`src/rtl/lrc_fifo.sv`:
```
// Small register-based FIFO used for the token queue and the result queue.
// No package dependency.
`timescale 1ns / 1ps
`default_nettype none

module lrc_fifo #(
  parameter int unsigned WIDTH = 8,
  parameter int unsigned DEPTH = 2
) (
  input  logic             clk_i,
  input  logic             rst_ni,
  input  logic             push_i,
  input  logic [WIDTH-1:0] data_i,
  output logic             full_o,
  input  logic             pop_i,
  output logic [WIDTH-1:0] data_o,
  output logic             empty_o
);

  localparam int unsigned AW = (DEPTH > 1) ? $clog2(DEPTH) : 1;

  logic [WIDTH-1:0] mem_q [DEPTH];
  logic [AW-1:0]    wptr_q, rptr_q;
  logic [AW:0]      cnt_q;
  logic             do_push, do_pop;

  assign full_o  = (cnt_q == (AW+1)'(DEPTH));
  assign empty_o = (cnt_q == '0);
  assign data_o  = mem_q[rptr_q];
  assign do_push = push_i && !full_o;
  assign do_pop  = pop_i && !empty_o;

  always_ff @(posedge clk_i) begin
    if (do_push) begin
      mem_q[wptr_q] <= data_i;
    end
  end

  always_ff @(posedge clk_i or negedge rst_ni) begin
    if (!rst_ni) begin
      wptr_q <= '0;
      rptr_q <= '0;
      cnt_q  <= '0;
    end else begin
      if (do_push) begin
        wptr_q <= (wptr_q == AW'(DEPTH - 1)) ? '0 : wptr_q + 1'b1;
      end
      if (do_pop) begin
        rptr_q <= (rptr_q == AW'(DEPTH - 1)) ? '0 : rptr_q + 1'b1;
      end
      cnt_q <= cnt_q + (AW+1)'(do_push) - (AW+1)'(do_pop);
    end
  end

endmodule

`default_nettype wire

```
`config.mk`:
```
export PLATFORM = sky130hd
export DESIGN_NAME = lrc_fifo
export DESIGN_NICKNAME = d
export VERILOG_FILES = /design/src/rtl/lrc_fifo.sv
export SDC_FILE = /design/constraint.sdc
export NUM_CORES = 1
export LEC_CHECK = 0
export ABC_AREA = 1
export BUFFER_PORTS_ARGS = -buffer_cell sky130_fd_sc_hd__buf_2
export CELL_PAD_IN_SITES_DETAIL_PLACEMENT = 1
export CELL_PAD_IN_SITES_GLOBAL_PLACEMENT = 2
export CORE_MARGIN = 4
export CORE_UTILIZATION = 33
export CTS_BUF_LIST = sky130_fd_sc_hd__clkbuf_8
export DETAILED_ROUTE_END_ITERATION = 10
export GPL_TIMING_DRIVEN = 0
export MAX_ROUTING_LAYER = met4
export PLACE_DENSITY_LB_ADDON = 0.2
export SETUP_SLACK_MARGIN = 0.3
export SKIP_LAST_GASP = 1
export SYNTH_ARGS = -nofsm -noshare
export SYNTH_HDL_FRONTEND = slang
export SYNTH_SLANG_ARGS = --single-unit
```
`constraint.sdc`:
```
create_clock -name clk_i -period 1.95 [get_ports clk_i]
set_clock_uncertainty 0.1 [all_clocks]
set_input_delay 0.0975 -clock clk_i [delete_from_list [all_inputs] [get_ports clk_i]]
set_output_delay 0.0975 -clock clk_i [all_outputs]
set_load 0.01 [all_outputs]
```
==> impl_metrics.py <==
metrics = {
    "status": {
        "status": "finished, final reports clean",
    },
    "drt": {
        "drc": 0,
        "via_count": 577,
        "wl_met1_microns": 707,
        "highest_layer": "met4",
        "wire_per_inst_microns": 10.9,
        "wirelength_microns": 1500,
        "avgViaCountPerCell": 4.21,
        "met2_length_microns": 695,
        "ant_nets": 0,
        "first_pass_iters": 3,
        "drt-initial-drc-count": 16,
        "wl_met3_microns": 84,
    },
    "floorplanning": {
        "boundaryPins": 22,
        "start_util": 0.358,
        "fp.dieH_microns": 58.0,
        "dieArea_sq_um": 3360,
        "row_count": 17,
        "fp.dieW_microns": 58.0,
        "core_area_sq_um": 2300,
    },
    "finish": {
        "fin_nets": 124,
        "area_growth_syn_to_layout_pct": 34.0,
        "n_antenna_cell": 0,
        "drive_gt1_frac": 0.294,
        "stdcell_count": 137,
    },
    "grt": {
        "grt.overflow.total": 0,
        "grt_max_degree": 12,
        "grt_pass1_wl_microns": 2660,
        "grt_pass1_vias": 632,
        "grt_util_all_layers": 0.109,
        "antenna_found_initial": 0,
    },
    "yosys": {
        "synth_edf_count": 16,
        "yosys_register_bits": 20,
        "synth_area_sq_um": 823,
        "synth-main-ff-cell": "edfxtp_1",
        "ys_top_cells_by_area": "edfxtp_1 (58%), nand2_1 (16%), dfrtp_1 (12%), inv_1 (4.1%), ha_1 (3.0%)",
        "async_flop_share": 0.200,
        "synthDistinctLibCells": 11,
        "syn_inst": 75,
        "synth_warnings": 0,
        "synth_top_cell_by_area": "edfxtp_1",
        "seq_area_frac_synth": 0.705,
        "synth.avg_cell_area_sq_um": 11.0,
        "synth_top_area_frac": 0.584,
        "yosysMostFrequentCell": "nand2_1",
        "syn_nets": 89,
        "yosys-top-cells-count": "nand2_1 (35), edfxtp_1 (16), inv_1 (9)",
    },
    "place": {
        "portBuffers": 21,
        "dp_hpwl_microns": 1120,
        "finalWeightedCongestion": 0.692,
        "dp_cells": 124,
    },
    "timing": {
        "fin_crit_sh": 0.765,
        "hold_viol_final": 0,
        "relSlewSlack": 0.706,
        "finalCriticalPeriod_ps": 1490,
        "fmax_mhz": 671,
        "rsz0062_at_grt": "no",
        "tns_ps": 0,
        "drv_slew": 0,
        "setup_violations": 0,
        "worst_pin_slew_ps": 440,
    },
    "pwr": {
        "peakVddDrop_uv": 600,
        "cellLeakagePower_nw": 0.539,
        "power.density_nw_per_um2": 1340,
    },
    "clock_tree": {
        "cts_max_path_buffers": 2,
        "cts_tree": "done",
        "post_cts_buffers": 0,
        "cts_max_level": 1,
        "clk_pin_slew_worst_paths_ps": 70,
        "clk_root_buffer_cell": "clkbuf_8",
        "clk-insertion-delay-late_ps": 250,
        "cts.sinks": 20,
        "cts_buffers": 3,
    },
    "run": {
        "maxCapViolCount": 0,
    },
    "critical_path": {
        "crit_path_end_kind": "flip-flop",
        "criticalPathCategory": "flip-flop to flip-flop",
        "critPathRequiredTime_ps": 1990,
        "worstPathMaxFanout": 3,
        "startpoint_type": "flip-flop",
        "cp.arrival_ps": 1540,
    },
    "hold_path": {
        "hp-class": "input pin to flip-flop",
    },
}
[worst max-delay path, cell delays in order, from the launching register on]
cell	delay (ps)
dfrtp_1	410
inv_2	70
nand2_2	60
nand2_1	70
inv_1	40
ha_1	270
inv_1	60
ha_2	170
inv_1	40
nand2_1	50
nand2_1	40
[path summary, 6_finish.rpt]
| path | slack, ps | endpoint | depth (start not counted) | start |
|---|---|---|---|---|
| hold / removal | 6 | rptr_q | 3 | pop_i |
| min in group asynchronous | 90 | cnt_q[0] | 2 | rst_ni |
| hold reg to reg | 370 | wptr_q | 2 | wptr_q |
| setup reg to reg | 460 | cnt_q[1] | 10 | cnt_q[1] |
| max in group asynchronous | 1530 | rptr_q | 2 | rst_ni |
| setup / recovery | 460 | cnt_q[1] | 10 | cnt_q[1] |
[cells in the final DEF, fill, tap and decap left out]
cell type      Yosys  layout
nand2_1           35      35
buf_2              0      21
edfxtp_1          16      16
dlygate4sd3_1      0       9
inv_1              9       8
dfrtp_1            4       4
nand3_1            3       3
clkbuf_8           0       3
inv_2              1       2
nand2_2            2       2
buf_6              1       1
inv_4              1       1
nor2_2             0       1
ha_1               2       1
ha_2               0       1
clkinv_1           0       1
[metal layers]
layer | vias up | GRT usage
met2 | 15 | 0.173
met4 | 0 | 0.0497
met1 | 257 | 0.131
li1 | 303 | -
met5 | - | -
met3 | 2 | 0.0267
[stage by stage]
stage          area (sq um)  utilization  hold slack (ps)  power, W  setup WS [ps]
4_1_cts                1100        0.479             6.01   0.00151            414
2_1_floorplan           823            -             -298   0.00102            546
3_5_place_dp            963        0.419             -185   0.00123            299
5_1_grt                1100        0.480             12.3   0.00163            325
3_3_place_gp            963        0.419             -182   0.00121            292
6_report               1100        0.480             5.54   0.00148            459
[registers in the layout (all words and copies together) (netlist names)]
signal  flops
wptr_q      1
rptr_q      1
mem_q      16
cnt_q       2
[power breakdown]
group	total, W	switching [W]	leakage (nW)	internal (W)
Clock	0.000260	0.000120	0.0231	0.000140
Combinational	0.000586	0.000363	0.319	0.000224
Sequential	0.000638	0.0000428	0.197	0.000595
Total	0.00148	0.000526	0.539	0.000958
[area by class of cell]
class | instances | area [sq um]
fillers | 263 | 1190
flip-flops and latches | 20 | 581
repair buffers | 30 | 195
multi-input cells | 43 | 193
inverters | 11 | 43.8
clock buffers | 3 | 41.3
well taps | 28 | 35.0
plain buffers | 1 | 11.3
clock inverters | 1 | 3.75
[what timing repair did]
action,in CTS,in global routing
setup endpoints to repair,8,1
hold buffers,9,0
resized for setup,1,2
endpoints found under the hold margin,20,0
[kinds of logic (layout without fill, tap and decap cells)]
logic type                 count (synthesis)  after routing  share of synthesized area
DFF                                       20             20                      0.705
and+or+nand+nor                           41             41                      0.198
adders and majority gates                  2              2                     0.0304
buffers and inverters                     12             46                     0.0669
Note: power is estimated with default switching activity, not from simulation.
