===== src/rtl/lrc_pkg.sv =====
// Shared types, constants and probability address map of the LZMA range encoder.
// No dependencies; used by every module of the block except lrc_fifo.
`timescale 1ns / 1ps
`default_nettype none

package lrc_pkg;

  localparam int unsigned MAX_DIST_LOG_DEF = 23;
  localparam int unsigned TOK_QUEUE_DEPTH  = 2;
  localparam int unsigned RES_QUEUE_DEPTH  = 4;

  localparam logic [1:0] OP_LITERAL = 2'd0;
  localparam logic [1:0] OP_MATCH   = 2'd1;
  localparam logic [1:0] OP_FLUSH   = 2'd2;

  localparam int unsigned PROB_AW    = 13;
  localparam int unsigned PROB_DEPTH = 1 << PROB_AW;
  localparam logic [10:0] PROB_INIT  = 11'd1024;
  localparam logic [31:0] TOP_VALUE  = 32'h0100_0000;
  localparam logic [31:0] SHIFT_LIMIT = 32'hFF00_0000;
  localparam logic [4:0]  FLUSH_SHIFTS = 5'd5;

  // Flat map of every probability table in one memory.
  localparam logic [PROB_AW-1:0] LIT_BASE    = 13'd0;
  localparam logic [PROB_AW-1:0] MF_BASE     = 13'd6144;
  localparam logic [PROB_AW-1:0] REP_BASE    = 13'd6192;
  localparam logic [PROB_AW-1:0] SLOT_BASE   = 13'd6204;
  localparam logic [PROB_AW-1:0] FOOT_BASE   = 13'd6460;
  localparam logic [PROB_AW-1:0] ALIGN_BASE  = 13'd7100;
  localparam logic [PROB_AW-1:0] CHOICE_BASE = 13'd7116;
  localparam logic [PROB_AW-1:0] LOW_BASE    = 13'd7118;
  localparam logic [PROB_AW-1:0] MID_BASE    = 13'd7182;
  localparam logic [PROB_AW-1:0] HIGH_BASE   = 13'd7246;

  typedef enum logic [1:0] {
    KIND_LIT   = 2'd0,
    KIND_MATCH = 2'd1,
    KIND_FLUSH = 2'd2
  } tok_kind_e;

  typedef struct packed {
    logic [1:0]  opcode;
    logic [7:0]  literal_byte;
    logic [7:0]  prev_byte;
    logic [7:0]  match_byte;
    logic [8:0]  match_length;
    logic [23:0] match_distance;
  } tok_in_t;

  typedef struct packed {
    logic [7:0]  first_byte;
    logic [7:0]  fill_byte;
    logic [31:0] fill_count;
    logic        last;
  } res_t;

  // Classified token handed from front to back.
  typedef struct packed {
    tok_kind_e          kind;
    logic [7:0]         sym;
    logic [7:0]         mbyte;
    logic               matched;
    logic [PROB_AW-1:0] lit_base;
    logic [5:0]         mf_idx;
    logic [3:0]         tstate;
    logic               c0;
    logic               c1;
    logic [PROB_AW-1:0] len_base;
    logic [4:0]         len_nbits;
    logic [7:0]         len_val;
    logic [1:0]         lstate;
    logic [5:0]         slot;
    logic [4:0]         fb;
    logic [23:0]        dv;
  } desc_t;

endpackage

`default_nettype wire


===== src/rtl/lrc_front.sv =====
// Front end: accepts tokens, tracks token state and position, classifies matches.
// Depends on lrc_pkg.
`timescale 1ns / 1ps
`default_nettype none

module lrc_front #(
  parameter int unsigned MAX_DISTANCE_LOG = lrc_pkg::MAX_DIST_LOG_DEF
) (
  input  logic            clk_i,
  input  logic            rst_ni,
  input  logic            push_i,
  input  lrc_pkg::tok_in_t token_i,
  output logic            full_o,
  output logic            q_push_o,
  output lrc_pkg::desc_t  q_desc_o,
  input  logic            q_full_i
);
  import lrc_pkg::*;

  localparam longint unsigned DMAX = 64'd1 << MAX_DISTANCE_LOG;

  typedef enum logic [2:0] {
    F_IDLE = 3'b001,
    F_SCAN = 3'b010,
    F_PUSH = 3'b100
  } fstate_e;

  fstate_e     state_q, state_d;
  logic [3:0]  ts_q, ts_d;
  logic [1:0]  pos_q, pos_d;
  desc_t       desc_q, desc_d;
  logic [23:0] dsym_q, dsym_d;
  logic [4:0]  idx_q, idx_d;

  logic [8:0]  len_c, ls;
  logic [23:0] dist_c;
  logic [4:0]  fb_c;

  assign full_o   = (state_q != F_IDLE);
  assign q_push_o = (state_q == F_PUSH);
  assign q_desc_o = desc_q;

  always_comb begin
    state_d = state_q;
    ts_d    = ts_q;
    pos_d   = pos_q;
    desc_d  = desc_q;
    dsym_d  = dsym_q;
    idx_d   = idx_q;
    fb_c    = idx_q - 5'd1;

    // Clamp length and distance into their legal ranges.
    len_c = token_i.match_length;
    if (len_c < 9'd2) len_c = 9'd2;
    if (len_c > 9'd273) len_c = 9'd273;
    ls = len_c - 9'd2;
    dist_c = token_i.match_distance;
    if (dist_c == '0) dist_c = 24'd1;
    if (64'(dist_c) > DMAX) dist_c = 24'(DMAX);

    case (state_q)
      F_IDLE: begin
        if (push_i) begin
          desc_d.sym      = token_i.literal_byte;
          desc_d.mbyte    = token_i.match_byte;
          desc_d.matched  = (ts_q >= 4'd7);
          desc_d.lit_base = LIT_BASE
                          + 13'({token_i.prev_byte[7:5], 9'b0})
                          + 13'({token_i.prev_byte[7:5], 8'b0});
          desc_d.mf_idx   = {ts_q, pos_q};
          desc_d.tstate   = ts_q;
          case (token_i.opcode)
            OP_LITERAL: begin
              desc_d.kind = KIND_LIT;
              if (ts_q < 4'd4)       ts_d = 4'd0;
              else if (ts_q < 4'd10) ts_d = ts_q - 4'd3;
              else                   ts_d = ts_q - 4'd6;
              pos_d   = pos_q + 2'd1;
              state_d = F_PUSH;
            end
            OP_MATCH: begin
              desc_d.kind = KIND_MATCH;
              desc_d.c0   = (ls >= 9'd8);
              desc_d.c1   = (ls >= 9'd16);
              if (ls < 9'd8) begin
                desc_d.len_base  = LOW_BASE + 13'({pos_q, 4'b0});
                desc_d.len_nbits = 5'd3;
                desc_d.len_val   = {5'b0, ls[2:0]};
              end else if (ls < 9'd16) begin
                desc_d.len_base  = MID_BASE + 13'({pos_q, 4'b0});
                desc_d.len_nbits = 5'd3;
                desc_d.len_val   = {5'b0, ls[2:0]};
              end else begin
                desc_d.len_base  = HIGH_BASE;
                desc_d.len_nbits = 5'd8;
                desc_d.len_val   = 8'(ls - 9'd16);
              end
              desc_d.lstate = (ls < 9'd3) ? ls[1:0] : 2'd3;
              ts_d    = (ts_q < 4'd7) ? 4'd7 : 4'd10;
              pos_d   = pos_q + len_c[1:0];
              dsym_d  = dist_c - 24'd1;
              idx_d   = 5'd23;
              state_d = F_SCAN;
            end
            OP_FLUSH: begin
              desc_d.kind = KIND_FLUSH;
              state_d     = F_PUSH;
            end
            default: begin
              // Unused opcode: drop it.
            end
          endcase
        end
      end
      F_SCAN: begin
        // Walk down from the top bit to find the distance slot.
        if (dsym_q[idx_q] || idx_q <= 5'd1) begin
          if (idx_q >= 5'd2) begin
            desc_d.slot = {idx_q, dsym_q[fb_c]};
            desc_d.fb   = fb_c;
            desc_d.dv   = dsym_q & ((24'd1 << fb_c) - 24'd1);
          end else begin
            desc_d.slot = {4'b0, dsym_q[1:0]};
            desc_d.fb   = '0;
            desc_d.dv   = '0;
          end
          state_d = F_PUSH;
        end else begin
          idx_d = idx_q - 5'd1;
        end
      end
      F_PUSH: begin
        if (!q_full_i) state_d = F_IDLE;
      end
      default: state_d = F_IDLE;
    endcase
  end

  always_ff @(posedge clk_i or negedge rst_ni) begin
    if (!rst_ni) begin
      state_q <= F_IDLE;
      ts_q    <= '0;
      pos_q   <= '0;
    end else begin
      state_q <= state_d;
      ts_q    <= ts_d;
      pos_q   <= pos_d;
    end
  end

  always_ff @(posedge clk_i) begin
    desc_q <= desc_d;
    dsym_q <= dsym_d;
    idx_q  <= idx_d;
  end

endmodule

`default_nettype wire


===== config.mk =====
export PLATFORM = sky130hd
export DESIGN_NAME = lrc_front
export DESIGN_NICKNAME = d
export VERILOG_FILES = /design/src/rtl/lrc_pkg.sv /design/src/rtl/lrc_front.sv
export SDC_FILE = /design/constraint.sdc
export NUM_CORES = 1
export LEC_CHECK = 0
export ABC_AREA = 1
export BUFFER_PORTS_ARGS = -buffer_cell sky130_fd_sc_hd__buf_2
export CAP_MARGIN = 20
export CELL_PAD_IN_SITES_DETAIL_PLACEMENT = 2
export CELL_PAD_IN_SITES_GLOBAL_PLACEMENT = 2
export CORE_AREA = 2 2 146 148
export CTS_BUF_LIST = sky130_fd_sc_hd__clkbuf_4 sky130_fd_sc_hd__clkbuf_8
export DETAILED_ROUTE_END_ITERATION = 6
export DIE_AREA = 0 0 148 150
export PLACE_DENSITY = 0.95
export SKIP_CTS_REPAIR_TIMING = 1
export SYNTH_ARGS = -nofsm -noshare
export SYNTH_HDL_FRONTEND = slang
export SYNTH_SLANG_ARGS = --single-unit

===== constraint.sdc =====
create_clock -name clk_i -period 7.7 [get_ports clk_i]
set_clock_uncertainty 0.2 [all_clocks]
set_input_delay 0.77 -clock clk_i [delete_from_list [all_inputs] [get_ports clk_i]]
set_output_delay 0.77 -clock clk_i [all_outputs]
set_load 0.02 [all_outputs]

==> results.yml <==
layout:
  antennaDiodeCount: 0
  fraction_of_final_layout_cells_with_drive_strength_greater_than_1_pct: 26.5
  final_area_mm2: 0.00868
  final_core_utilization_pct: 42.0
  area_delta_synth_final_pct: 19.1
  final_nets: 1031
sta:
  setup_total_negative_slack_ns: 0
  fmax_mhz: 265
  maxSlewHeadroom_pct: 40.9
  final-hold-violation-count: 0
  worst_hold_slack_ns: 0.275
  setup_viol: 0
  unrepaired_setup_endpoints_after_global_routing: "no"
  timing.final.max_slew_violations: 0
  period_needed_ns: 3.77
  min_period_over_period_pct: 48.9
  timing_worst_slew_pin_value_ns: 0.878
  final_critical_path_setup_slack_ns: 3.93
power_and_ir_drop:
  p_leak_nw: 3.77
  netSwitchingPower_uw: 694
  seq_power_share_pct: 44.4
  internal_power_mw: 1.30
  peakVddDrop_uv: 90.8
  pwr_density_cell_mw_per_mm2: 230
  switching_part_of_the_total_pct: 34.8
  combPwrFrac_pct: 23.8
  clock_power_share_pct: 31.8
setup_path:
  critical_path.max_fanout: 11
  critPathArrivalTime_ns: 3.78
  setup.reg_to_reg.worst_slack_ns: 3.93
  worst_setup_path_end_kind: "flop"
  worstSetupPathType: "reg -> reg"
  worstSetupStartpointType: "flop"
  worst-endpoint-required_ns: 7.71
yosys:
  synth_fa_ha_area_share_pct: 3.36
  synth.largest_area_cell: "edfxtp_1"
  synth_top_cells_by_count: "nand2_1 (143), edfxtp_1 (113), nor2_1 (103)"
  synth.ff_latch_count: 122
  mappedNetlistArea_mm2: 0.00729
  largest_family_of_logic_cells_by_synthesized_area: "simple AND/OR/NAND/NOR gates"
  synth_top_area_cells: "edfxtp_1 (47%), nand2_1 (7.4%), nor2_1 (5.3%)"
  synth_simple_gate_area_share_pct: 23.1
  synth-edff-count: 113
  seq_area_frac_synth_pct: 49.7
  synth_xor_area_share_pct: 4.26
  asyncSetResetFlopFracSynth_pct: 7.38
  yosys-mux-area-fraction_pct: 0
  compound_gate_fraction_of_synth_area_pct: 10.7
  synth_warnings: 0
  synth_top_area_share_pct: 46.6
  ys.flop_type: "edfxtp_1"
  synthesized_instance_count: 804
  postSynthAreaPerCell_um2: 9.06
  netlist-cell-type-count: 53
  synth.most_common_cell: "nand2_1"
routing:
  drt_first_pass_iters: 6
  post_drt_wl_per_cell_um: 20.0
  first_iter_violations: 319
  vias: 6282
  drt-total-wl_mm: 24.7
  route.antenna.remaining_nets: 0
  route.detailed.vias_per_inst: 5.08
  detail_route.drc_violations: 0
place:
  gpl.final_weighted_congestion: 0.821
  area_after_dpl_mm2: 0.00821
  pre_cts_ws_ns: 4.01
  port_buffers: 150
  hpwl_mm: 18.7
job:
  max_cap_violations: 0
grt:
  largest_net_degree_at_the_start_of_global_routing: 49
  vias_in_the_first_global_route: 6844
  grt_antenna_before_repair: 0
  global_route_total_overflow: 0
  track_usage_pct: 22.5
  grt_pass1_wl_mm: 38.2
clock_network:
  cts_max_level: 4
  root_buffer: "clkbuf_8"
  cts.sinks: 122
  tritoncts.num_buffers: 17
  clock_insertion_delay_worst_skew_ns: 0.47
  tritoncts: "done"
  cts_max_path_buffers: 2
  clkSlewWorstSetupHoldPaths_ns: 0.08
run_status:
  run_status: "complete, no violations"
hold_path:
  worstHoldPathType: "in -> reg"
die:
  rows: 53
  floorplan.initialDensity_pct: 35.2
  die_area_mm2: 0.0222
  io_pins: 172
  die_x_um: 148
  fp.coreArea_mm2: 0.0207
  die_y_um: 150
-- area by class of cell --
| type | instances | area, um^2 |
|---|---|---|
| multi-input cells | 557 | 3110 |
| repair buffers | 156 | 823 |
| flip-flops and latches | 122 | 3620 |
| clock inverters | 14 | 184 |
| inverters | 95 | 359 |
| well taps | 275 | 344 |
| fillers | 2347 | 12000 |
| clock buffers | 18 | 241 |
-- state kept, by name, summed over array words and instances (netlist names) --
| signal | count |
|---|---|
| dsym_q | 24 |
| state_q | 3 |
| idx_q | 5 |
| ts_q | 4 |
| q_desc_o | 84 |
| pos_q | 2 |
-- path summary, 6_finish.rpt --
kind / startpoint / endpoint / depth (start not counted)
max: idx_q[1] / q_desc_o[17] / 13
min: token_i[55] / q_desc_o[103] / 1
max reg2reg: idx_q[1] / q_desc_o[17] / 13
min reg2reg: pos_q[1] / q_desc_o[70] / 0
max in group asynchronous: rst_ni / state_q[0] / 2
min in group asynchronous: rst_ni / ts_q[1] / 2
-- cells in the final DEF, fill, tap and decap left out, types with 5 or more instances in the layout --
cell      Yosys  final
nand2_2      11     11
xnor2_1       7      7
nor2_1      103    101
dfrtp_1       8      8
nor2_2       20     21
ha_1         18     18
nor4_1        5      5
o21ai_1       8      8
nand2_4       5      5
conb_1        2     17
o31ai_1       6      6
nand2_1     143    143
o21ai_0      54     54
a211oi_1      6      6
o41ai_1       7      7
inv_6         0      7
a21oi_1      23     23
xor2_1       14     14
inv_2         5      5
clkbuf_8      0     17
edfxtp_1    113    113
nand3_1      44     44
o211ai_1      8      8
nand4_1       7      7
nor3_1       10     10
inv_1        87     87
nor2_4        6      7
buf_2         8    150
-- cell families (layout without fill, tap and decap cells) --
kind of cell    after synthesis  in the layout
compound gates              130            130
xor+xnor                     26             26
fa+ha+maj                    19             19
buf+inv                     140            283
flops                       122            122
other cells                   2             17
simple gates                365            365
-- worst max-delay path, cell delays in order (launching register included) --
cell and delay, ns:
edfxtp_1 0.72, inv_1 0.34, ha_1 0.39, xnor2_4 0.43
inv_4 0.13, nand2_1 0.23, nor2_1 0.15, nor2_1 0.16
nand2_2 0.09, nand3b_1 0.19, nor2_2 0.16, nand2_1 0.09
o21ai_1 0.16, nor2_1 0.07
-- per-stage QoR --
step                power, mW  std cells
finish                   1.99       1237
global route             2.08       1237
CTS                      2.01       1234
detailed placement       1.37       1202
global placement         1.31       1202
floorplan                1.19        819
-- metal layers --
metal  GRT usage [%]  share of wire [%]  wire length (um)
met3            3.23                2.9               726
met2            40.4                 53             13100
met4            7.52                2.0               496
met1            27.6                 42             10300
met5               0                  0                 0
-- power by group through the flow --
stage,registers (mW),clock network [mW],logic [mW]
floorplan,0.938,0,0.250
global placement,0.887,0,0.422
detailed placement,0.901,0,0.465
CTS,0.888,0.644,0.476
global route,0.895,0.668,0.522
finish,0.886,0.634,0.475
Power figures use the tool's default switching activity.
